<file path="src/rtl/lcdseq_pkg.sv">
// Shared types and constants of the LCD nibble write sequencer:
// command and register codes, control word layout and the microcode ROM.
// No dependencies.
package lcdseq_pkg;

	// Command codes (item kind on the input side)
	localparam logic [1:0] CMD_INIT   = 2'd0;
	localparam logic [1:0] CMD_INSTR  = 2'd1;
	localparam logic [1:0] CMD_DATA   = 2'd2;
	localparam logic [1:0] CMD_CURSOR = 2'd3;

	// Configuration register indexes
	localparam logic [1:0] CFG_POWER_UP = 2'd0;
	localparam logic [1:0] CFG_WRITE    = 2'd1;
	localparam logic [1:0] CFG_CLEAR    = 2'd2;

	localparam int PWR_W  = 16;
	localparam int WR_W   = 12;
	localparam int CLR_W  = 18;
	localparam int WAIT_W = 19;
	localparam int CFG_W  = 18;
	localparam int PC_W   = 4;

	localparam logic [PWR_W-1:0] POWER_UP_RST = 16'd20000;
	localparam logic [WR_W-1:0]  WRITE_RST    = 12'd500;
	localparam logic [CLR_W-1:0] CLEAR_RST    = 18'd100000;

	localparam logic [WAIT_W-1:0] WAIT_10K = 19'd10000;
	localparam logic [WAIT_W-1:0] WAIT_1K  = 19'd1000;

	// Program entry points
	localparam logic [PC_W-1:0] PC_INIT = 4'd0;
	localparam logic [PC_W-1:0] PC_BYTE = 4'd13;

	// Cursor address prefixes for top and bottom line
	localparam logic [1:0] DDRAM_LINE0 = 2'b10;
	localparam logic [1:0] DDRAM_LINE1 = 2'b11;

	typedef enum logic [1:0] {
		NS_CONST,
		NS_HI,
		NS_LO
	} nib_sel_t;

	typedef enum logic [2:0] {
		WS_ZERO,
		WS_POWER_UP,
		WS_10K,
		WS_1K,
		WS_WRITE,
		WS_CLEAR
	} wait_sel_t;

	// One control word per bus event
	typedef struct packed {
		nib_sel_t  nsel;
		logic [3:0] nib;
		logic       en;
		wait_sel_t wsel;
		logic       stop;
	} cw_t;

	function automatic cw_t mk(input nib_sel_t s, input logic [3:0] n, input logic e,
			input wait_sel_t w, input logic st);
		cw_t c;
		c.nsel = s;
		c.nib  = n;
		c.en   = e;
		c.wsel = w;
		c.stop = st;
		return c;
	endfunction

	// Microcode ROM: init program, then the shared byte-write program
	function automatic cw_t ucode(input logic [PC_W-1:0] pc);
		cw_t c;
		case (pc)
			4'd0:    c = mk(NS_CONST, 4'h0, 1'b0, WS_POWER_UP, 1'b0);
			4'd1:    c = mk(NS_CONST, 4'h3, 1'b1, WS_10K,      1'b0);
			4'd2:    c = mk(NS_CONST, 4'h3, 1'b1, WS_1K,       1'b0);
			4'd3:    c = mk(NS_CONST, 4'h3, 1'b1, WS_1K,       1'b0);
			4'd4:    c = mk(NS_CONST, 4'h2, 1'b1, WS_1K,       1'b0);
			4'd5:    c = mk(NS_CONST, 4'h0, 1'b1, WS_ZERO,     1'b0); // entry mode 06h
			4'd6:    c = mk(NS_CONST, 4'h6, 1'b1, WS_WRITE,    1'b0);
			4'd7:    c = mk(NS_CONST, 4'h2, 1'b1, WS_ZERO,     1'b0); // function set 28h
			4'd8:    c = mk(NS_CONST, 4'h8, 1'b1, WS_WRITE,    1'b0);
			4'd9:    c = mk(NS_CONST, 4'h0, 1'b1, WS_ZERO,     1'b0); // display on 0Ch
			4'd10:   c = mk(NS_CONST, 4'hC, 1'b1, WS_WRITE,    1'b0);
			4'd11:   c = mk(NS_CONST, 4'h0, 1'b1, WS_ZERO,     1'b0); // clear 01h
			4'd12:   c = mk(NS_CONST, 4'h1, 1'b1, WS_CLEAR,    1'b1);
			4'd13:   c = mk(NS_HI,    4'h0, 1'b1, WS_ZERO,     1'b0);
			4'd14:   c = mk(NS_LO,    4'h0, 1'b1, WS_WRITE,    1'b1);
			default: c = mk(NS_CONST, 4'h0, 1'b0, WS_ZERO,     1'b1);
		endcase
		return c;
	endfunction

endpackage

</file>
<file path="src/rtl/char_lcd_nibble_write_sequencer_core.sv">
// The first bus event of a command is registered: accept loads the run state and step counter,
// and the event then enters the output register once that register is free. Initialise emits
// 13 events and a byte command 2; the step counter emits one event per cycle unless stalled.
// s_tready is low while a program runs; the output register frees the sink side.
// Reset (arst_n low, asynchronous): idle, no output item, registers at their defaults.
// Top level of the LCD nibble write sequencer; uses lcdseq_pkg.
module char_lcd_nibble_write_sequencer_core (
	input  logic                         clk,
	input  logic                         arst_n,
	// configuration write port
	input  logic                         cfg_we,
	input  logic [1:0]                   cfg_index,
	input  logic [lcdseq_pkg::CFG_W-1:0] cfg_data,
	// command input
	input  logic                         s_tvalid,
	output logic                         s_tready,
	input  logic [15:0]                  s_tdata,  // byte_value[7:0], line[8], column[14:9]
	input  logic [1:0]                   s_tuser,  // command[1:0]
	// bus event output
	output logic                         m_tvalid,
	input  logic                         m_tready,
	output logic [23:0]                  m_tdata,  // nibble[3:0], enable_pulse[4],
	                                               // wait_after_us[23:5]
	output logic                         m_tuser,  // register_select
	output logic                         m_tlast   // last event of the command
);
	import lcdseq_pkg::*;

	typedef enum logic {ST_IDLE, ST_RUN} state_t;

	state_t            state_q;
	logic [PC_W-1:0]   pc_q;
	logic [7:0]        byte_q;
	logic              rs_q;
	logic [PWR_W-1:0]  pwr_q;
	logic [WR_W-1:0]   wr_q;
	logic [CLR_W-1:0]  clr_q;
	logic              m_tvalid_q;
	logic [23:0]       m_tdata_q;
	logic              m_tuser_q;
	logic              m_tlast_q;

	cw_t               cw;
	logic              accept;
	logic              emit;
	logic [3:0]        nib;
	logic [WAIT_W-1:0] wait_us;
	logic [7:0]        in_byte;

	// Configuration registers
	always_ff @(posedge clk or negedge arst_n) begin
		if (!arst_n) begin
			pwr_q <= POWER_UP_RST;
			wr_q  <= WRITE_RST;
			clr_q <= CLEAR_RST;
		end else if (cfg_we) begin
			case (cfg_index)
				CFG_POWER_UP: pwr_q <= cfg_data[PWR_W-1:0];
				CFG_WRITE:    wr_q  <= cfg_data[WR_W-1:0];
				CFG_CLEAR:    clr_q <= cfg_data[CLR_W-1:0];
				default:      ;
			endcase
		end
	end

	// Fetch the control word of the current step
	assign cw     = ucode(pc_q);
	assign accept = s_tvalid && s_tready;
	assign emit   = (state_q == ST_RUN) && (!m_tvalid_q || m_tready);

	// Byte to send: the input byte, or the DDRAM address for a cursor move
	always_comb begin
		case (s_tuser)
			CMD_CURSOR: in_byte = {(s_tdata[8] ? DDRAM_LINE1 : DDRAM_LINE0), s_tdata[14:9]};
			default:    in_byte = s_tdata[7:0];
		endcase
	end

	// Datapath: nibble select
	always_comb begin
		case (cw.nsel)
			NS_HI:   nib = byte_q[7:4];
			NS_LO:   nib = byte_q[3:0];
			default: nib = cw.nib;
		endcase
	end

	// Datapath: wait select
	always_comb begin
		case (cw.wsel)
			WS_POWER_UP: wait_us = {{(WAIT_W-PWR_W){1'b0}}, pwr_q};
			WS_10K:      wait_us = WAIT_10K;
			WS_1K:       wait_us = WAIT_1K;
			WS_WRITE:    wait_us = {{(WAIT_W-WR_W){1'b0}}, wr_q};
			WS_CLEAR:    wait_us = {{(WAIT_W-WR_W){1'b0}}, wr_q}
			                     + {{(WAIT_W-CLR_W){1'b0}}, clr_q};
			default:     wait_us = '0;
		endcase
	end

	// Sequencer state, step counter and output register
	always_ff @(posedge clk or negedge arst_n) begin
		if (!arst_n) begin
			state_q    <= ST_IDLE;
			pc_q       <= PC_INIT;
			byte_q     <= '0;
			rs_q       <= 1'b0;
			m_tvalid_q <= 1'b0;
			m_tdata_q  <= '0;
			m_tuser_q  <= 1'b0;
			m_tlast_q  <= 1'b0;
		end else begin
			if (accept) begin
				state_q <= ST_RUN;
				pc_q    <= (s_tuser == CMD_INIT) ? PC_INIT : PC_BYTE;
				byte_q  <= in_byte;
				rs_q    <= (s_tuser == CMD_DATA);
			end
			if (emit) begin
				m_tvalid_q <= 1'b1;
				m_tdata_q  <= {wait_us, cw.en, nib};
				m_tuser_q  <= rs_q;
				m_tlast_q  <= cw.stop;
				pc_q       <= pc_q + 1'b1;
				if (cw.stop) begin
					state_q <= ST_IDLE;
				end
			end else if (m_tready) begin
				m_tvalid_q <= 1'b0;
			end
		end
	end

	assign s_tready = (state_q == ST_IDLE);
	assign m_tvalid = m_tvalid_q;
	assign m_tdata  = m_tdata_q;
	assign m_tuser  = m_tuser_q;
	assign m_tlast  = m_tlast_q;

endmodule

</file>
<file path="config.mk">
export PLATFORM = sky130hd
export DESIGN_NAME = char_lcd_nibble_write_sequencer_core
export DESIGN_NICKNAME = d
export VERILOG_FILES = /design/src/rtl/lcdseq_pkg.sv /design/src/rtl/char_lcd_nibble_write_sequencer_core.sv
export SDC_FILE = /design/constraint.sdc
export NUM_CORES = 1
export LEC_CHECK = 0
export BUFFER_PORTS_ARGS = -buffer_cell sky130_fd_sc_hd__buf_4
export CORE_ASPECT_RATIO = 1.2
export CORE_MARGIN = 2
export CORE_UTILIZATION = 58
export CTS_CLUSTER_SIZE = 16
export DETAILED_ROUTE_END_ITERATION = 6
export HOLD_SLACK_MARGIN = 0.08
export PLACE_DENSITY_LB_ADDON = 0.08
export SYNTH_ARGS = -nofsm -noshare
export SYNTH_HDL_FRONTEND = slang
export SYNTH_SLANG_ARGS = --single-unit
</file>
<file path="constraint.sdc">
create_clock -name clk -period 3.33 [get_ports clk]
set_clock_uncertainty 0.2 [all_clocks]
set_input_delay 0.333 -clock clk [delete_from_list [all_inputs] [get_ports clk]]
set_output_delay 0.333 -clock clk [all_outputs]
set_load 0.005 [all_outputs]
</file>
# Word level (Yosys, flattened, before mapping)
# Memory sizes are Yosys's and may differ from the RTL's.
# Cells that the tools add are included.
[totals] register_bits=87 mem_count=1 rom_bits=176 output_inout_bits=28 word_cells=49
[mem_list] memory="(no name shown)" depth=16 word_bits=11 read_ports=1 rd_ports_with_merged_regs=0 write_ports=0 line="lcdseq_pkg.sv:77" source="case (pc)"
[op_classes] addsub=2 n_reduce_logical=11 n_mux=12 eq_ne=11 bitwise_logic=1
[ops] op="case mux 19 bit (5 select lines)" n=1
[ops] op="adder 12 x 18 -> 19 bit" n=1
[ops] op="two-way mux 4 bit" n=3
[ops] op="equality test 2 bit, second input constant" n=4
[ops] op="two-way mux 8 bit" n=1
[ops] op="case mux 4 bit (2 select lines)" n=1
[ops] op="equality test 3 x 2 -> 1 bit, second input constant" n=2
[ops] op="equality test 3 bit, second input constant" n=2
[ops] op="two-way mux 1 bit" n=6
[ops] op="AND reduction 2 bit" n=3
[ops] op="adder 4 x 1 -> 4 bit, second input constant" n=1
[ops] op="equality test 2 x 1 -> 1 bit, second input constant" n=2
[ops] op="logical NOT 2 bit" n=2
[ops] op="nonzero test 2 bit" n=2
[ops] op="equality test 3 x 1 -> 1 bit, second input constant" n=1
[ops] op="logical AND 1 bit" n=2
[ops] op="logical NOT 1 bit" n=1
[ops] op="logical OR 1 bit" n=1
[ops] op="inverter 1 bit" n=1

# Logic depth before layout (Yosys ltp)
# Gate-level depths: netlist (run 1).
[depth] ltp_word=5 depth_mapped=9

# Worst setup path before layout (run 1)
# Ideal clock, no wire load.
[synth_timing] path_type="flip-flop to flip-flop" from="register wr_q[0]" to="register m_tdata_q[15], in the netlist m_tdata[15]" path_stages_with_launch=9 setup_ps=121 t_arrival_ps=2171 synth_period_minus_slack_ps=2492 slack_ps=838 path_buffers=0 cell_sequence="dfrtp_1 > ha_1 > fa_1 > a211oi_2 > o21bai_2 > a221oi_4 > xor2_1 > o221ai_1 > a22o_1"
[synth_between] elab_chain_cells=2
[synth_rtl] element="start: declaration" line="char_lcd_nibble_write_sequencer_core.sv:36" source="logic [WR_W-1:0] wr_q;"
[synth_rtl] element="start signal: assignment" line="char_lcd_nibble_write_sequencer_core.sv:59" source="CFG_WRITE: wr_q <= cfg_data[WR_W-1:0];"
[synth_rtl] element="adder 12 x 18 -> 19 bit" line="char_lcd_nibble_write_sequencer_core.sv:96" source="+ {{(WAIT_W-CLR_W){1'b0}}, clr_q};"
[synth_rtl] element="case mux 19 bit (5 select lines)" line="char_lcd_nibble_write_sequencer_core.sv:90" source="case (cw.wsel)"
[synth_rtl] element="end signal: assignment" line="char_lcd_nibble_write_sequencer_core.sv:121" source="m_tdata_q <= {wait_us, cw.en, nib};"
[synth_rtl] element="end: declaration" line="char_lcd_nibble_write_sequencer_core.sv:39" source="logic [23:0] m_tdata_q;"
# No other way between the ends.
# A chain may end at the register's enable or synchronous reset.

# Final worst setup path (run 1)
[layout_timing] from="register pc_q[0]" to="register m_tdata_q[19], in the netlist m_tdata[19]"
[layout_between] elab_chain_cells=3
[layout_rtl] element="start: declaration" line="char_lcd_nibble_write_sequencer_core.sv:32" source="logic [PC_W-1:0] pc_q;"
[layout_rtl] element="start signal: assignment" line="char_lcd_nibble_write_sequencer_core.sv:115" source="pc_q <= (s_tuser == CMD_INIT) ? PC_INIT : PC_BYTE;"
[layout_rtl] element="start signal: assignment" line="char_lcd_nibble_write_sequencer_core.sv:124" source="pc_q <= pc_q + 1'b1;"
[layout_rtl] element="memory read (16 x 11 bit) (*)"
[layout_rtl] element="equality test 3 bit, or another cell as far along" line="char_lcd_nibble_write_sequencer_core.sv:90"
[layout_rtl] element="case mux 19 bit (5 select lines) (*)" line="char_lcd_nibble_write_sequencer_core.sv:90"
# Mark *: on every way between the ends. The rest lies on a longest branch, timed or not.

==> results of run 1 <==
## sequential cells by signal, summed over array words and instances, names as in the netlist, 4 cells and up
name / cells
byte_q: 8
clr_q: 18
m_tdata: 24
pc_q: 4
pwr_q: 16
wr_q: 12
## worst paths after layout
kind | slack (ns) | depth (start not counted) | end
min in group asynchronous | 0.26 | 2 | clr_q[8]$_DFFE_PN0P_
setup reg to reg | 0.56 | 8 | m_tdata[19]$_DFFE_PN0P_
max in group asynchronous | 1.88 | 3 | pwr_q[14]$_DFFE_PN1P_
hold / removal | 0.07 | 3 | byte_q[5]$_DFFE_PN0P_
hold reg to reg | 0.28 | 2 | m_tuser$_DFFE_PN0P_
setup / recovery | 0.56 | 8 | m_tdata[19]$_DFFE_PN0P_
## where the power goes
group	internal, mW	switching, mW
combinational	0.899	1.05
sequential	1.37	0.262
clock	0.348	0.392
total	2.62	1.71
## placed cells by master (no fill, tap or decap), types with 5 or more instances in the layout
cell	count
a21oi_1	13
a22o_1	7
a22oi_1	7
and3_1	6
buf_4	76
clkbuf_8	9
dfrtp_1	70
dfstp_2	17
dlygate4sd3_1	36
ha_1	21
inv_1	6
mux2_2	47
mux2i_1	13
nand2_1	54
nand3_1	11
nor2_1	14
nor3_1	8
o21ai_0	29
o21ai_1	5
xor2_1	8
## cells by family after synthesis
family | share of synthesized area, %
AND/OR/NAND/NOR | 12.4
buffers and inverters | 3.27
XOR/XNOR | 1.97
AO/OA/AOI/OAI | 18.1
adder cells (fa/ha/maj) | 5.78
flip-flops | 44.9
multiplexers | 13.5
## critical path, cell delays in order, from the launching register on
cell,delay [ns]
dfrtp_1,0.52
inv_1,0.19
ha_1,0.21
nor2b_1,0.32
o21ai_2,0.14
o31ai_2,0.45
nand2_1,0.27
o311a_1,0.35
nand2_1,0.05
## metrics by stage
stage | cells | area (sq um)
after global placement | 616 | 5470
after global routing | 668 | 6020
after CTS | 668 | 6020
final | 668 | 6020
after detailed placement | 616 | 5470
after floorplan | 448 | 4890
## final cells by class
cell class / instances / area, sq um
Multi-Input combinational cell: 333 / 2530
Sequential cell: 87 / 2200
Fill cell: 593 / 2130
Timing Repair Buffer: 112 / 931
Tap cell: 114 / 143
Clock buffer: 9 / 124
Clock inverter: 7 / 71.3
Inverter: 6 / 22.5
## per-layer routing
metal | part of all wire, % | up-vias | wire length [microns]
met3 | 4.2 | 17 | 483
met2 | 52 | 84 | 5980
li1 | - | 1858 | -
met4 | 1.7 | 0 | 190
met1 | 42 | 1938 | 4830
met5 | 0 | - | 0
## repair_timing
item / in CTS / in global routing
endpoints found under the setup margin: 0 / 0
hold endpoints to repair: 92 / 0
setup buffers: 0 / 0
hold buffers: 36 / 0
==> run_results.csv, run 1 <==
group,metric,value,unit
run_status,outcome,"complete, no violations",
clock_network,numCtsBuffers,9,
sta,slew_headroom,48.3,%
sta,finalSetupViolCount,0,
final_layout,n_antenna_cell,0,
power_and_ir_drop,p_per_area,719,nW/um^2
route,drc,0,
clock_network,cts_buffer_depth,2,
route,dr.pass1.iters,4,
min_path,hold_class,"primary input to flop",
clock_network,ctsResizeCount,0,
grt,grt_use_total,27.1,%
grt,antenna_found_initial,0,
grt,grt_pass1_wl,19700,microns
job,maxCapViolations,0,
power_and_ir_drop,p_leak,2.72,nW
placed_design,place_ws,0.585,ns
die,design.portCount,71,
grt,grt_util_met2,46.2,%
clock_network,cts_tree,"built",
grt,grtUsageMet3,3.00,%
sta,layout_setup_ws,0.557,ns
final_layout,syn_to_final_growth,23.1,%
grt,grt_max_degree,41,
worst_setup_path,crit_arrival,2.88,ns
synthesis,synth_seq_area_share,44.9,%
sta,finalCritPeriodShare,83.3,%
final_layout,drive_gt1_share,32.7,%
worst_setup_path,crit_fanout,10,
clock_network,h-tree-depth,3,
worst_setup_path,start_kind,"flop",
route,vias_per_cell,5.83,
worst_setup_path,end_kind,"flop",
sta,finalCriticalPeriod,2.77,ns
placed_design,place.port_buffers,69,
synthesis,netlist.area_leader.share,35.8,%
die,rows,36,
die,core-area,8150,sq um
synthesis,synth_top_area_cell,"dfrtp_1",
route,detail-route-antenna-nets,0,
clock_network,clk_pin_slew,0.09,ns
route,vias,3897,
route,drt_iter0_drc,199,
clock_network,cts.sinks,87,
min_path,hp-start,"s_tdata[5]",
die,dieArea,9190,sq um
synthesis,ys_types,72,
synthesis,syn-cell-area,4890,sq um
synthesis,synth_warnings,0,
sta,fmax,361,MHz
sta,worstMarginPinSlew,0.774,ns
sta,finalHoldViolCount,0,
grt,grtUsageMet1,34.4,%
grt,grt_pass1_vias,4080,
synthesis,avgSynthCellArea,10.9,sq um
synthesis,ys_ff_latch,87,
synthesis,synth-async-reset-ratio,100,%
worst_setup_path,reg2reg_from,"pc_q[0]$_DFFE_PN0P_",
final_layout,postLayoutCoreUtil,73.9,%
power_and_ir_drop,total_power,4.33,mW
synthesis,ys_top_cells_by_count,"70 x dfrtp_1, 54 x nand2_1, 47 x mux2_2, 29 x o21ai_0, 21 x ha_1",
synthesis,synthesis.nets,513,
placed_design,place_congestion,0.862,
synthesis,synth_most_common_cell,"dfrtp_1",
sta,fin_setup_tns,0,ns
worst_setup_path,critical_path_class,"flop to flop",
route,drt_wl_total,11500,microns
synthesis,synth_ff_type,"dfrtp_1",
worst_setup_path,required,3.44,ns
die,start_util,60.0,%
clock_network,clockRootBuffer,"clkbuf_8",
placed_design,post-dp-hpwl,7970,microns
power_and_ir_drop,vdd_drop_max,0.346,mV
die,die_w,87.8,microns
sta,slew_violations,0,
final_layout,nNetsFinal,614,
route,wl_per_cell,17.2,microns
die,die_h,105,microns
synthesis,synth_edf_count,0,
sta,rsz0062_at_grt,"no",
synthesis,synth_area_leaders,"dfrtp_1 36%, mux2_2 11%, dfstp_2 9.1%",
worst_setup_path,startpoint,"pc_q[0]$_DFFE_PN0P_",
clock_network,clock_latency,0.37,ns
grt,overflow,0,
sta,holdWs,0.0726,ns
synthesis,synth_cells,448,
grt,gr-max-usage-layer,"met2",
No activity file was read; power rests on OpenSTA's default activity.
==> run 2, diff against run 1 <==
--- a/config.mk
+++ b/config.mk
@@ -5,6 +5,7 @@
 export SDC_FILE = /design/constraint.sdc
 export NUM_CORES = 1
 export LEC_CHECK = 0
+export ABC_AREA = 1
 export BUFFER_PORTS_ARGS = -buffer_cell sky130_fd_sc_hd__buf_4
 export CORE_ASPECT_RATIO = 1.2
 export CORE_MARGIN = 2
==> constraint.sdc (replaced) <==
create_clock -name clk -period 2.8 [get_ports clk]
set_clock_uncertainty 0.2 [all_clocks]
set_input_delay 0.28 -clock clk [delete_from_list [all_inputs] [get_ports clk]]
set_output_delay 0.28 -clock clk [all_outputs]
set_load 0.005 [all_outputs]
==> run_results.csv, run 2 <==
group,metric,value,unit
synthesis,synth-async-reset-ratio,100,%
sta,slew_headroom,28.6,%
die,start_util,58.7,%
worst_setup_path,r2r_cells,13,
worst_setup_path,crit_end,"m_tdata[15]$_DFFE_PN0P_",
synthesis,synth_mux_area_share,0.226,%
sta,rsz0062_at_grt,"no",
worst_setup_path,reg2reg_from,"pc_q[0]$_DFFE_PN0P_",
worst_setup_path,crit_arrival,2.56,ns
die,core-area,8470,sq um
synthesis,synthXorXnorAreaFrac,0.880,%
synthesis,ys_top_cells_by_count,"228 x nand2_1, 77 x inv_1, 70 x dfrtp_1, 63 x o21ai_0, 38 x nor2_1",
worst_setup_path,required,2.90,ns
power_and_ir_drop,p_leak,3.21,nW
synthesis,synth_most_common_cell,"nand2_1",
synthesis,syn-cell-area,4970,sq um
synthesis,synth-simple-area-share,30.0,%
placed_design,place_congestion,0.892,
route,vias_per_cell,5.15,
sta,finalSetupViolCount,0,
sta,fin_setup_tns,0,ns
sta,worstMarginPinSlew,1.07,ns
final_layout,most-common-layout-cells,"228 x nand2_1, 77 x inv_1, 74 x buf_4, 70 x dfrtp_1, 63 x o21ai_0",
sta,slew_violations,0,
power_and_ir_drop,vdd_drop_max,0.437,mV
final_layout,final_common_cell,"nand2_1",
synthesis,synth_cells,649,
worst_setup_path,end_kind,"flop",
synthesis,ys_ff_latch,87,
final_layout,n_antenna_cell,0,
clock_network,cts_tree,"built",
power_and_ir_drop,p_per_area,843,nW/um^2
clock_network,clk_pin_slew,0.08,ns
route,drt_iter0_drc,202,
clock_network,h-tree-depth,3,
worst_setup_path,crit_fanout,13,
synthesis,ys_types,43,
synthesis,synth_ff_type,"dfrtp_1",
worst_setup_path,startpoint,"pc_q[0]$_DFFE_PN0P_",
synthesis,synth_top_family_by_area,"simple AND/OR/NAND/NOR gates",
synthesis,synth_warnings,0,
worst_setup_path,critical_path_class,"flop to flop",
final_layout,nNetsFinal,819,
worst_setup_path,rrSetupSlack,0.34,ns
die,die_h,105,microns
sta,finalCriticalPeriod,2.46,ns
route,detail-route-antenna-nets,0,
grt,grt_max_degree,88,
clock_network,cts.sinks,87,
route,drt_wl_total,11600,microns
synthesis,avgSynthCellArea,7.67,sq um
grt,overflow,0,
synthesis,synth_edf_count,0,
grt,grt_pass1_vias,4411,
synthesis,synthesis.nets,714,
clock_network,clock_latency,0.36,ns
route,drc,0,
route,wl_per_cell,13.3,microns
grt,grt_use_total,27.0,%
grt,grt_pass1_wl,19900,microns
clock_network,numCtsBuffers,9,
synthesis,synthAdderAreaFrac,5.68,%
min_path,hold_class,"primary input to flop",
placed_design,post-dp-hpwl,8090,microns
run_status,outcome,"complete, no violations",
grt,antenna_found_initial,0,
synthesis,synth_seq_area_share,44.2,%
route,vias,4508,
die,design.portCount,71,
route,dr.pass1.iters,5,
final_layout,syn_to_final_growth,23.4,%
sta,finalCritPeriodShare,87.8,%
synthesis,synth_compound_gate_area_share,10.7,%
die,dieArea,9340,sq um
clock_network,clockRootBuffer,"clkbuf_8",
synthesis,synth_area_leaders,"dfrtp_1 35%, nand2_1 17%, dfstp_2 9.0%",
final_layout,largest_register_ffs,24,
synthesis,synth_top_area_cell,"dfrtp_1",
job,maxCapViolations,0,
worst_setup_path,r2r_end,"m_tdata[15]$_DFFE_PN0P_",
final_layout,drive_gt1_share,17.4,%
die,rows,37,
sta,finalHoldViolCount,0,
placed_design,placed_area,5570,sq um
sta,fmax,407,MHz
die,die_w,88.5,microns
worst_setup_path,start_kind,"flop",
clock_network,cts_buffer_depth,2,
final_layout,design_area,6140,sq um
placed_design,place.port_buffers,69,
synthesis,netlist.area_leader.share,35.2,%
## run 2: routing by layer
layer,global-route usage [%],vias to the layer above,wire length [microns]
met5,0,-,0
met1,35.5,2080,5040
li1,-,2276,-
met3,3.68,28,546
met2,43.6,124,5720
met4,12.6,0,337
## run 2: metrics by stage
step / power (mW) / utilization, % / hold WS [ns] / setup slack, ns / instances
final: 5.18 / 72.5 / 0.263 / 0.340 / 876
after detailed placement: 4.20 / 65.8 / 0.274 / 0.390 / 822
after floorplan: 3.53 / - / -0.216 / 0.682 / 649
after CTS: 5.18 / 72.5 / 0.258 / 0.350 / 876
after global placement: 4.12 / 65.8 / 0.263 / 0.475 / 822
after global routing: 5.60 / 72.5 / 0.301 / 0.156 / 876
## run 2: final cells by class
cell class                 count  area [sq um]
multi-input combinational    462          2360
sequential                    87          2200
clock inverter                 1          30.0
fill                         698          2330
timing repair buffer         112           936
inverter                      82           312
tap                          117           146
clock buffer                  15           156
## run 2: logic make-up (layout without fill, tap and decap cells)
family                     Yosys count  after routing
muxes                                1              1
AOI/OAI and AO/OA                  101            101
and+or+nand+nor                    333            333
DFF                                 87             87
adders and majority gates           22             22
buffers and inverters              100            210
xor gates and xnor gates             5              5
## run 2: worst min-delay path by stage
stage	endpoint	startpoint	slack (ns)	depth (start not counted)
2_1_floorplan	byte_q[0]$_DFFE_PN0P_	arst_n	-0.22	0
3_3_place_gp	m_tdata[9]$_DFFE_PN0P_	m_tdata[9]$_DFFE_PN0P_	0.26	2
3_5_place_dp	m_tdata[12]$_DFFE_PN0P_	m_tdata[12]$_DFFE_PN0P_	0.27	2
4_1_cts	clr_q[5]$_DFFE_PN1P_	cfg_index[1]	0.26	5
5_1_grt	pwr_q[14]$_DFFE_PN1P_	cfg_we	0.30	5
6_report	pwr_q[5]$_DFFE_PN1P_	cfg_we	0.26	5
## run 2: what timing repair did
| item | CTS | global route |
|---|---|---|
| resized for setup | 0 | 0 |
| endpoints found under the hold margin | 127 | 0 |
| buffers inserted | 0 | 0 |
| hold buffers | 38 | 0 |
## run 2: power breakdown
part           internal [mW]  leakage [nW]  switching (mW)
logic                  0.972          2.07            1.46
registers               1.63          1.05           0.259
clock network          0.440        0.0919           0.413
total                   3.04          3.21            2.13
## run 2: worst max-delay path, stage by stage (launching register included)
cell and delay, ns:
dfrtp_1 0.54, inv_1 0.17, ha_1 0.29, inv_1 0.07
nand2_1 0.10, nand3_2 0.12, nand2_4 0.10, nor2_4 0.35
nand2_1 0.12, nand2_1 0.09, nor2_1 0.04, nand2_1 0.08
nand2_1 0.05, nand2_1 0.06
